**config.mk**
```make
export PLATFORM = sky130hd
export DESIGN_NAME = line_sensor_position_tracker
export DESIGN_NICKNAME = d
export VERILOG_FILES = /design/src/rtl/lspt_pkg.sv /design/src/rtl/lspt_level_store.sv /design/src/rtl/lspt_err_div.sv /design/src/rtl/line_sensor_position_tracker.sv
export SDC_FILE = /design/constraint.sdc
export NUM_CORES = 1
export LEC_CHECK = 0
export BUFFER_PORTS_ARGS = -buffer_cell sky130_fd_sc_hd__buf_2
export CAP_MARGIN = 0
export CORE_MARGIN = 1
export CORE_UTILIZATION = 63
export CTS_BUF_LIST = sky130_fd_sc_hd__clkbuf_8
export CTS_CLUSTER_DIAMETER = 30
export CTS_CLUSTER_SIZE = 30
export DETAILED_ROUTE_END_ITERATION = 8
export PLACE_DENSITY_LB_ADDON = 0.25
export SLEW_MARGIN = 20
export SYNTH_ARGS = -nofsm -noshare
export SYNTH_HDL_FRONTEND = slang
export SYNTH_SLANG_ARGS = --single-unit
export TNS_END_PERCENT = 20
```
**constraint.sdc**
```tcl
create_clock -name clk -period 4 [get_ports clk]
set_input_delay 0.2 -clock clk [delete_from_list [all_inputs] [get_ports clk]]
set_output_delay 0.2 -clock clk [all_outputs]
set_load 0.02 [all_outputs]
```
**src/rtl/lspt_pkg.sv**
```systemverilog
// Package with the request and result types and the constants of the line sensor tracker.
package lspt_pkg;

  localparam int CHANNELS_DEF    = 8;
  localparam int SAMPLE_BITS_DEF = 12;
  localparam int THRESH_W        = 12;
  localparam int FRAC_BITS       = 14;
  localparam int QUO_W           = 15;
  localparam int ERR_W           = 16;
  localparam int OFF_W           = 4;
  localparam int OFF_MAX         = 7;
  localparam int Q_ONE           = 16384;
  localparam logic [THRESH_W-1:0] THRESH_RESET = 12'd2048;

  localparam logic CMD_SAMPLE = 1'b0;
  localparam logic CMD_QUERY  = 1'b1;

  typedef struct packed {
    logic        command;
    logic [2:0]  channel;
    logic [11:0] raw_sample;
  } in_t;

  typedef struct packed {
    logic [11:0]        filtered_value;
    logic               line_found;
    logic signed [3:0]  edge_offset;
    logic signed [15:0] line_error;
  } out_t;

  typedef enum logic [2:0] {
    ST_IDLE,
    ST_UPDATE,
    ST_SCAN,
    ST_OFFSET,
    ST_DIVIDE,
    ST_RESULT
  } state_t;

endpackage

```
**src/rtl/lspt_level_store.sv**
```systemverilog
// Filtered level memory with a registered read port and per-entry valid bits cleared at reset.
module lspt_level_store #(
  parameter int CHANNELS    = lspt_pkg::CHANNELS_DEF,
  parameter int SAMPLE_BITS = lspt_pkg::SAMPLE_BITS_DEF,
  localparam int AW         = $clog2(CHANNELS)
) (
  input  logic                   clk,
  input  logic                   rst_n,
  input  logic                   rd_en,
  input  logic [AW-1:0]          rd_addr,
  output logic [SAMPLE_BITS-1:0] rd_data,
  input  logic                   wr_en,
  input  logic [AW-1:0]          wr_addr,
  input  logic [SAMPLE_BITS-1:0] wr_data
);

  logic [SAMPLE_BITS-1:0] mem [CHANNELS];
  logic [CHANNELS-1:0]    valid_r;
  logic [SAMPLE_BITS-1:0] rd_data_r;

  always_ff @(posedge clk) begin
    if (!rst_n) begin
      valid_r <= '0;
    end else if (wr_en) begin
      valid_r[wr_addr] <= 1'b1;
    end
  end

  always_ff @(posedge clk) begin
    if (wr_en) begin
      mem[wr_addr] <= wr_data;
    end
  end

  always_ff @(posedge clk) begin
    if (rd_en) begin
      rd_data_r <= valid_r[rd_addr] ? mem[rd_addr] : '0;
    end
  end

  assign rd_data = rd_data_r;

endmodule

```
**src/rtl/lspt_err_div.sv**
```systemverilog
// Three-stage divider of the offset magnitude scaled to unsigned Q1.14 by the constant CHANNELS-1.
module lspt_err_div #(
  parameter int CHANNELS = lspt_pkg::CHANNELS_DEF,
  localparam int AW      = $clog2(CHANNELS)
) (
  input  logic                       clk,
  input  logic                       rst_n,
  input  logic                       start,
  input  logic [AW-1:0]              magnitude,
  output logic                       done,
  output logic [lspt_pkg::QUO_W-1:0] quotient
);

  localparam int QW    = lspt_pkg::QUO_W;
  localparam int K     = AW + lspt_pkg::FRAC_BITS;
  localparam int DIV   = CHANNELS - 1;
  localparam int RECIP = (2 ** K) / DIV;
  localparam int RW    = AW + QW + 1;
  localparam logic [K:0]    RECIP_V = (K+1)'(RECIP);
  localparam logic [AW-1:0] DIV_V   = AW'(DIV);

  logic          v1_r, v2_r, v3_r;
  logic [AW-1:0] mag1_r, mag2_r;
  logic [AW+K:0] prod_r;
  logic [QW-1:0] q0_r, q_r;
  logic [QW+AW-1:0] qd_r;
  logic [QW-1:0] q0;
  logic [RW-1:0] rem;

  always_ff @(posedge clk) begin
    if (!rst_n) begin
      v1_r <= 1'b0;
      v2_r <= 1'b0;
      v3_r <= 1'b0;
    end else begin
      v1_r <= start;
      v2_r <= v1_r;
      v3_r <= v2_r;
    end
  end

  assign q0  = QW'(prod_r >> AW);
  assign rem = RW'({mag2_r, {lspt_pkg::FRAC_BITS{1'b0}}}) - RW'(qd_r);

  always_ff @(posedge clk) begin
    mag1_r <= magnitude;
    prod_r <= (AW+K+1)'(magnitude) * (AW+K+1)'(RECIP_V);
    mag2_r <= mag1_r;
    q0_r   <= q0;
    qd_r   <= (QW+AW)'(q0) * (QW+AW)'(DIV_V);
    q_r    <= (rem >= RW'(DIV_V)) ? q0_r + QW'(1) : q0_r;
  end

  assign done     = v3_r;
  assign quotient = q_r;

endmodule

```
**src/rtl/line_sensor_position_tracker.sv**
```systemverilog
// Top level of the line sensor tracker: request sequencer, threshold register and result register.
// A sample request goes from acceptance to a loaded result through one memory read, one
// read-modify-write of the filtered level and the load of the output register. A query runs
// the scan that reads one stored level per cycle through the single read port of the level
// memory, then the offset state, the three-stage divider when a line was found, and the
// result load.
// A new request is accepted as soon as the previous result sits in the output register.
module line_sensor_position_tracker #(
  parameter int CHANNELS    = lspt_pkg::CHANNELS_DEF,
  parameter int SAMPLE_BITS = lspt_pkg::SAMPLE_BITS_DEF
) (
  input  logic                              clk,
  input  logic                              rst_n,
  input  logic                              in_valid,
  output logic                              in_ready,
  input  lspt_pkg::in_t                     in_data,
  output logic                              out_valid,
  input  logic                              out_ready,
  output lspt_pkg::out_t                    out_data,
  input  logic                              cfg_valid,
  output logic                              cfg_ready,
  input  logic [lspt_pkg::THRESH_W-1:0]     cfg_data
);

  localparam int AW = $clog2(CHANNELS);
  localparam int OW = AW + 2;
  localparam int SB = SAMPLE_BITS;
  localparam int QW = lspt_pkg::QUO_W;
  localparam int EW = lspt_pkg::ERR_W;

  lspt_pkg::state_t state_r, state_nxt;
  lspt_pkg::in_t    req_r;
  lspt_pkg::out_t   res_r, out_data_r;
  logic             out_valid_r;
  logic [lspt_pkg::THRESH_W-1:0] thresh_r;
  logic signed [EW-1:0] held_err_r;
  logic signed [lspt_pkg::OFF_W-1:0] held_off_r;

  logic [AW-1:0] scan_idx_r, left_r, right_r;
  logic          found_r;
  logic signed [OW-1:0] off_r;

  logic          accept, out_load, chan_ok, hit, scan_last;
  logic          rd_en, wr_en, div_start, div_done;
  logic [AW-1:0] rd_addr, chan_addr, div_mag;
  logic [SB-1:0] rd_data, new_level, raw_ext;
  logic [SB+1:0] level_sum;
  logic [15:0]   raw16;
  logic [QW-1:0] div_q, q_clamped;
  logic signed [OW-1:0] off_now;
  logic signed [7:0]    off_wide;
  logic signed [lspt_pkg::OFF_W-1:0] off_sat;
  logic signed [EW-1:0] err_val;

  assign cfg_ready = 1'b1;
  assign accept    = in_valid & in_ready;
  assign out_load  = (state_r == lspt_pkg::ST_RESULT) & (~out_valid_r | out_ready);
  assign chan_ok   = {29'd0, in_data.channel} < 32'(CHANNELS);
  assign chan_addr = AW'(in_data.channel);

  assign raw16     = 16'(req_r.raw_sample);
  assign raw_ext   = raw16[SB-1:0];
  assign level_sum = (SB+2)'({rd_data, 1'b0}) + (SB+2)'(rd_data) + (SB+2)'(raw_ext);
  assign new_level = level_sum[SB+1:2];

  assign hit       = 17'(rd_data) > 17'(thresh_r);
  assign scan_last = scan_idx_r == AW'(CHANNELS - 1);

  assign off_now   = OW'(left_r) + OW'(right_r) - OW'(CHANNELS - 1);
  assign div_mag   = AW'((off_now < 0) ? -off_now : off_now);
  assign off_wide  = 8'(off_r);
  assign off_sat   = (off_wide > 8'sd7) ? 4'(lspt_pkg::OFF_MAX) :
                     (off_wide < -8'sd7) ? -4'(lspt_pkg::OFF_MAX) : 4'(off_wide);
  assign q_clamped = (div_q > QW'(lspt_pkg::Q_ONE)) ? QW'(lspt_pkg::Q_ONE) : div_q;
  assign err_val   = (off_r < 0) ? -EW'(q_clamped) : EW'(q_clamped);

  lspt_level_store #(
    .CHANNELS   (CHANNELS),
    .SAMPLE_BITS(SAMPLE_BITS)
  ) u_store (
    .clk    (clk),
    .rst_n  (rst_n),
    .rd_en  (rd_en),
    .rd_addr(rd_addr),
    .rd_data(rd_data),
    .wr_en  (wr_en),
    .wr_addr(AW'(req_r.channel)),
    .wr_data(new_level)
  );

  lspt_err_div #(
    .CHANNELS(CHANNELS)
  ) u_div (
    .clk      (clk),
    .rst_n    (rst_n),
    .start    (div_start),
    .magnitude(div_mag),
    .done     (div_done),
    .quotient (div_q)
  );

  always_comb begin
    state_nxt = state_r;
    case (state_r)
      lspt_pkg::ST_IDLE: begin
        if (in_valid) begin
          if (in_data.command == lspt_pkg::CMD_QUERY) begin
            state_nxt = lspt_pkg::ST_SCAN;
          end else if (chan_ok) begin
            state_nxt = lspt_pkg::ST_UPDATE;
          end else begin
            state_nxt = lspt_pkg::ST_RESULT;
          end
        end
      end
      lspt_pkg::ST_UPDATE: state_nxt = lspt_pkg::ST_RESULT;
      lspt_pkg::ST_SCAN: begin
        if (scan_last) begin
          state_nxt = lspt_pkg::ST_OFFSET;
        end
      end
      lspt_pkg::ST_OFFSET: begin
        state_nxt = found_r ? lspt_pkg::ST_DIVIDE : lspt_pkg::ST_RESULT;
      end
      lspt_pkg::ST_DIVIDE: begin
        if (div_done) begin
          state_nxt = lspt_pkg::ST_RESULT;
        end
      end
      lspt_pkg::ST_RESULT: begin
        if (~out_valid_r | out_ready) begin
          state_nxt = lspt_pkg::ST_IDLE;
        end
      end
      default: state_nxt = lspt_pkg::ST_IDLE;
    endcase
  end

  always_comb begin
    in_ready  = 1'b0;
    rd_en     = 1'b0;
    rd_addr   = '0;
    wr_en     = 1'b0;
    div_start = 1'b0;
    case (state_r)
      lspt_pkg::ST_IDLE: begin
        in_ready = 1'b1;
        if (in_valid) begin
          if (in_data.command == lspt_pkg::CMD_QUERY) begin
            rd_en = 1'b1;
          end else if (chan_ok) begin
            rd_en   = 1'b1;
            rd_addr = chan_addr;
          end
        end
      end
      lspt_pkg::ST_UPDATE: wr_en = 1'b1;
      lspt_pkg::ST_SCAN: begin
        if (!scan_last) begin
          rd_en   = 1'b1;
          rd_addr = scan_idx_r + AW'(1);
        end
      end
      lspt_pkg::ST_OFFSET: div_start = found_r;
      default: begin
      end
    endcase
  end

  always_ff @(posedge clk) begin
    if (!rst_n) begin
      state_r     <= lspt_pkg::ST_IDLE;
      out_valid_r <= 1'b0;
      thresh_r    <= lspt_pkg::THRESH_RESET;
      held_err_r  <= '0;
      held_off_r  <= '0;
      found_r     <= 1'b0;
    end else begin
      state_r <= state_nxt;
      if (cfg_valid & cfg_ready) begin
        thresh_r <= cfg_data;
      end
      if (out_load) begin
        out_valid_r <= 1'b1;
      end else if (out_ready) begin
        out_valid_r <= 1'b0;
      end
      if (accept) begin
        found_r <= 1'b0;
      end else if ((state_r == lspt_pkg::ST_SCAN) && hit) begin
        found_r <= 1'b1;
      end
      if ((state_r == lspt_pkg::ST_DIVIDE) && div_done) begin
        held_err_r <= err_val;
        held_off_r <= off_sat;
      end
    end
  end

  always_ff @(posedge clk) begin
    if (accept) begin
      req_r      <= in_data;
      scan_idx_r <= '0;
      res_r      <= '0;
    end
    case (state_r)
      lspt_pkg::ST_UPDATE: res_r.filtered_value <= 12'(new_level);
      lspt_pkg::ST_SCAN: begin
        scan_idx_r <= scan_idx_r + AW'(1);
        if (hit) begin
          if (!found_r) begin
            left_r <= scan_idx_r;
          end
          right_r <= scan_idx_r;
        end
      end
      lspt_pkg::ST_OFFSET: begin
        off_r                <= off_now;
        res_r.line_found     <= 1'b0;
        res_r.edge_offset    <= held_off_r;
        res_r.line_error     <= held_err_r;
      end
      lspt_pkg::ST_DIVIDE: begin
        if (div_done) begin
          res_r.line_found  <= 1'b1;
          res_r.edge_offset <= off_sat;
          res_r.line_error  <= err_val;
        end
      end
      default: begin
      end
    endcase
    if (out_load) begin
      out_data_r <= res_r;
    end
  end

  assign out_valid = out_valid_r;
  assign out_data  = out_data_r;

  a_div_latency: assert property (@(posedge clk) disable iff (!rst_n)
    div_start |-> ##3 div_done)
    else $error("Divider did not finish three cycles after start.");

  a_err_range: assert property (@(posedge clk) disable iff (!rst_n)
    out_valid |-> (out_data.line_error <= 16'sd16384) && (out_data.line_error >= -16'sd16384))
    else $error("Line error outside of plus or minus one.");

  a_sign_match: assert property (@(posedge clk) disable iff (!rst_n)
    (out_valid && out_data.line_found) |->
      ((out_data.edge_offset < 0) == (out_data.line_error < 0)) &&
      ((out_data.edge_offset == 0) == (out_data.line_error == 0)))
    else $error("Offset and error disagree in sign.");

  a_sample_clean: assert property (@(posedge clk) disable iff (!rst_n)
    (out_valid && (out_data.filtered_value != 12'd0)) |->
      (!out_data.line_found && (out_data.edge_offset == 4'sd0) &&
       (out_data.line_error == 16'sd0)))
    else $error("Sample result carries query fields.");

endmodule

```
==> impl_metrics.env <==
export IMPL_switchingPower_mw=4.944
export IMPL_p_comb_share_pct=37.7
export IMPL_worstPathMaxFanout=9
export IMPL_remaining_drc_errors=0
export IMPL_cp_slowest_stage_delay_ps=870
export IMPL_status="complete, no violations"
export IMPL_crit_required_ps=4400
export IMPL_overflow=0
export IMPL_internal_power_mw=8.117
export IMPL_fmax_mhz=270.8
export IMPL_place_hpwl_mm=16.61
export IMPL_cp_startpoint="u_store.rd_data[1]$_SDFFCE_PN0P_"
export IMPL_vias=8541
export IMPL_antenna_cells=0
export IMPL_synth_warnings=0
export IMPL_finalClockSkew_ps=15.44
export IMPL_postSynth_asyncResetShare_pct=0
export IMPL_maxCapViolCount=0
export IMPL_slew_violations=0
export IMPL_path_delay_family="compound AO/OA/AOI/OAI gates"
export IMPL_arrival_ps=4100
export IMPL_fp_row_count=51
export IMPL_grtUsageTotal_pct=26.39
export IMPL_first_iter_violations=782
export IMPL_hp_class="primary input to flip-flop"
export IMPL_dpl_cell_count=1354
export IMPL_drive_above_1_share_pct=17.12
export IMPL_worstSetupPathType="flip-flop to flip-flop"
export IMPL_numCtsBuffers=47
export IMPL_grt_antenna_before_repair=0
export IMPL_netlist_area_um2=12550
export IMPL_area_growth_pct=17.38
export IMPL_tritoncts="done"
export IMPL_fin_crit_sh_pct=92.33
export IMPL_avgSynthCellArea_um2=12.07
export IMPL_relSlewSlack_pct=28.24
export IMPL_syn_inst=1040
export IMPL_leakage_nw=5.756
export IMPL_insertion_delay_ps=550
export IMPL_hold_viol_final=0
export IMPL_mappedNetlistNets=1133
export IMPL_fill_cells=1191
export IMPL_cts_sinks=288
export IMPL_synth_seq_cells=288
export IMPL_p_per_area_nw_per_um2=886.7
export IMPL_peakVddDrop_mv=0.4865
export IMPL_cp_end_kind="flip-flop"
export IMPL_synth_seq_area_share_pct=60.46
export IMPL_fin_cells=1468
export IMPL_cp_cell_sequence="fa_1, inv_1, fa_1, nor2b_1, o21a_1, o21ai_0, a21oi_1, o21ai_0, o21ai_0, and2_1"
export IMPL_root_buffer="clkbuf_8"
export IMPL_grt_max_degree=50
export IMPL_rsz0062_at_grt="false"
export IMPL_clk_pin_slew_ps=80
export IMPL_cts_setup_buffers=0
export IMPL_ys_types=75
export IMPL_initial_utilization_pct=64.47
export IMPL_setup_violations=0
export IMPL_slowest_stage="o21ai_0"
export IMPL_ant_nets=0
export IMPL_ios=69
export IMPL_grt_pass1_vias=8161
export IMPL_drt_vias_per_instance=5.818
export IMPL_tightest_slew_ps=1065
export IMPL_wl_per_cell_um=17.83
export IMPL_core_um2=19460
export IMPL_clockBufferDepth=3
export IMPL_power_switching_fraction_pct=37.85
export IMPL_start_kind="flip-flop"
export IMPL_die_y_um=143.1
export IMPL_p_clk_share_pct=23.9
export IMPL_p_seq_share_pct=38.4
export IMPL_nets=1259
export IMPL_drtPass1Iterations=5
export IMPL_ys_flop_type="edfxtp_1"
export IMPL_finalCriticalPeriod_ps=3693
export IMPL_die_area_um2=20490
export IMPL_regArea_um2=7587
export IMPL_routabilityCongestion=0.8920
export IMPL_grt_pass1_wl_mm=41.22
export IMPL_die_w_um=143.1
export IMPL_fin_setup_tns_ps=0
export IMPL_wl_mm=26.17
export IMPL_cts_max_level=2
export IMPL_hp_start="out_ready"
export IMPL_rr_startpoint="u_store.rd_data[1]$_SDFFCE_PN0P_"
export IMPL_multi_input_area_um2=4597
export IMPL_cts_resized=0
export IMPL_portBuffers=67
export IMPL_crit_top_cell="o21ai_0"
export IMPL_critical_path_buf_inv_count=1
export IMPL_synth_edff_count=182
export IMPL_cts_hold_buffers=28
[through the flow]
| stage | hold WS, ps | power (mW) | instance area (um2) | utilization (%) | worst slack (ps) |
|---|---|---|---|---|---|
| floorplan | 298.9 | 8.258 | 12550 | - | 857.5 |
| global placement | 376.7 | 9.577 | 13270 | 68.17 | 531.4 |
| detailed placement | 378.1 | 9.754 | 13270 | 68.19 | 421.3 |
| global route | 113.6 | 13.78 | 14730 | 75.68 | 45.90 |
| finish | 80.40 | 13.06 | 14730 | 75.68 | 306.7 |
| CTS | 67.38 | 12.94 | 14730 | 75.68 | 368.2 |
[power groups by stage]
| stage | Sequential, mW | Combinational, mW | Clock (mW) |
|---|---|---|---|
| 2_1_floorplan | 4.93 | 3.33 | 0 |
| 3_3_place_gp | 5.03 | 4.55 | 0 |
| 3_5_place_dp | 5.05 | 4.70 | 0 |
| 4_1_cts | 5.00 | 4.80 | 3.14 |
| 5_1_grt | 5.07 | 5.42 | 3.29 |
| 6_report | 5.01 | 4.92 | 3.13 |
[flip-flops by register name, indices dropped and copies added, names as in the netlist, 4 cells and up]
signal           count
u_store.valid_r      8
res_r               33
u_div.qd_r          16
out_data            33
raw_ext             12
held_err_r          16
off_r                5
u_div.quotient      15
held_off_r           4
u_store.rd_data     12
u_store.mem         96
thresh_r            12
[placed cells by master, fill, tap and decap left out, drive strengths merged, types with 7 or more instances in the layout]
cell / Yosys / final
clkbuf: 37 / 47
or4: 7 / 7
edfxtp: 182 / 182
dfxtp: 106 / 106
nand3: 35 / 35
nor3: 20 / 20
and2: 29 / 29
nor2b: 29 / 29
a21o: 13 / 13
a211oi: 17 / 17
xnor2: 17 / 17
o21ai: 45 / 45
ha: 43 / 43
mux2i: 27 / 27
dlygate4sd3: 0 / 28
o211ai: 7 / 7
a221o: 10 / 10
nor2: 36 / 36
buf: 13 / 99
inv: 47 / 62
a31oi: 9 / 9
nand2: 95 / 95
a22oi: 7 / 7
nand2b: 14 / 14
clkinv: 1 / 12
a2111oi: 12 / 12
bufinv: 0 / 10
a21oi: 53 / 53
fa: 17 / 17
a21boi: 9 / 9
o21a: 23 / 23
xor2: 11 / 11
[final cells by class]
cell class | count | area share (%)
sequential | 288 | 51.51
inverter | 48 | 1.223
multi-input combinational | 654 | 31.21
clock inverter | 39 | 3.602
timing repair buffer | 127 | 5.810
tap | 265 | 2.251
clock buffer | 47 | 4.392
[cell families (layout without fill, tap and decap cells)]
kind of cell,count (synthesis),after routing,synth area share [%]
muxes,28,28,2.243
adders and majority gates,60,60,7.000
xor gates and xnor gates,28,28,1.954
buffers and inverters,98,261,3.101
AOI/OAI and AO/OA,235,235,12.81
DFF,288,288,60.46
other,1,1,0.02988
and+or+nand+nor,302,302,12.39
[per-layer routing]
layer,part of all wire (%),vias up,track usage [%]
met3,7.2,46,4.963
met1,44,4086,35.63
met2,47,324,43.29
met4,2.0,0,8.149
li1,-,4085,-
met5,0,-,0
[tightest hold or removal path, stage by stage]
cell and delay [ps]:
buf_2 70, nand2b_1 190, a21boi_0 120
[Yosys cell counts (10+ instances only)]
cell       count  share of area, %
a221o_1       10              0.80
a21o_1        13              0.78
fa_1          17               2.7
a21oi_1       53               2.1
o21ai_0       42               1.7
a2111oi_0     12              0.84
and2_1        27               1.3
ha_1          43               4.3
edfxtp_1     182                44
xnor2_1       17               1.2
nor2b_1       29               1.4
nand3_1       35               1.4
clkbuf_1      37               1.1
mux2i_1       27               2.2
xor2_1        11              0.77
o21a_1        23               1.4
nor2_1        34               1.0
inv_1         46               1.4
dfxtp_1      106                17
nand2_1       94               2.8
nand2b_1      14              0.70
a211oi_1      17               1.0
nor3_1        20              0.80
[final timing paths]
path	endpoint	slack, ps	cells past startpoint
min	out_valid$_SDFFE_PN0P_	80	3
min reg2reg	u_div.mag2_r[0]$_DFF_P_	400	0
max	res_r[32]$_DFFE_PP_	310	10
max reg2reg	res_r[32]$_DFFE_PP_	310	10
(Power assumes the default switching activity.)
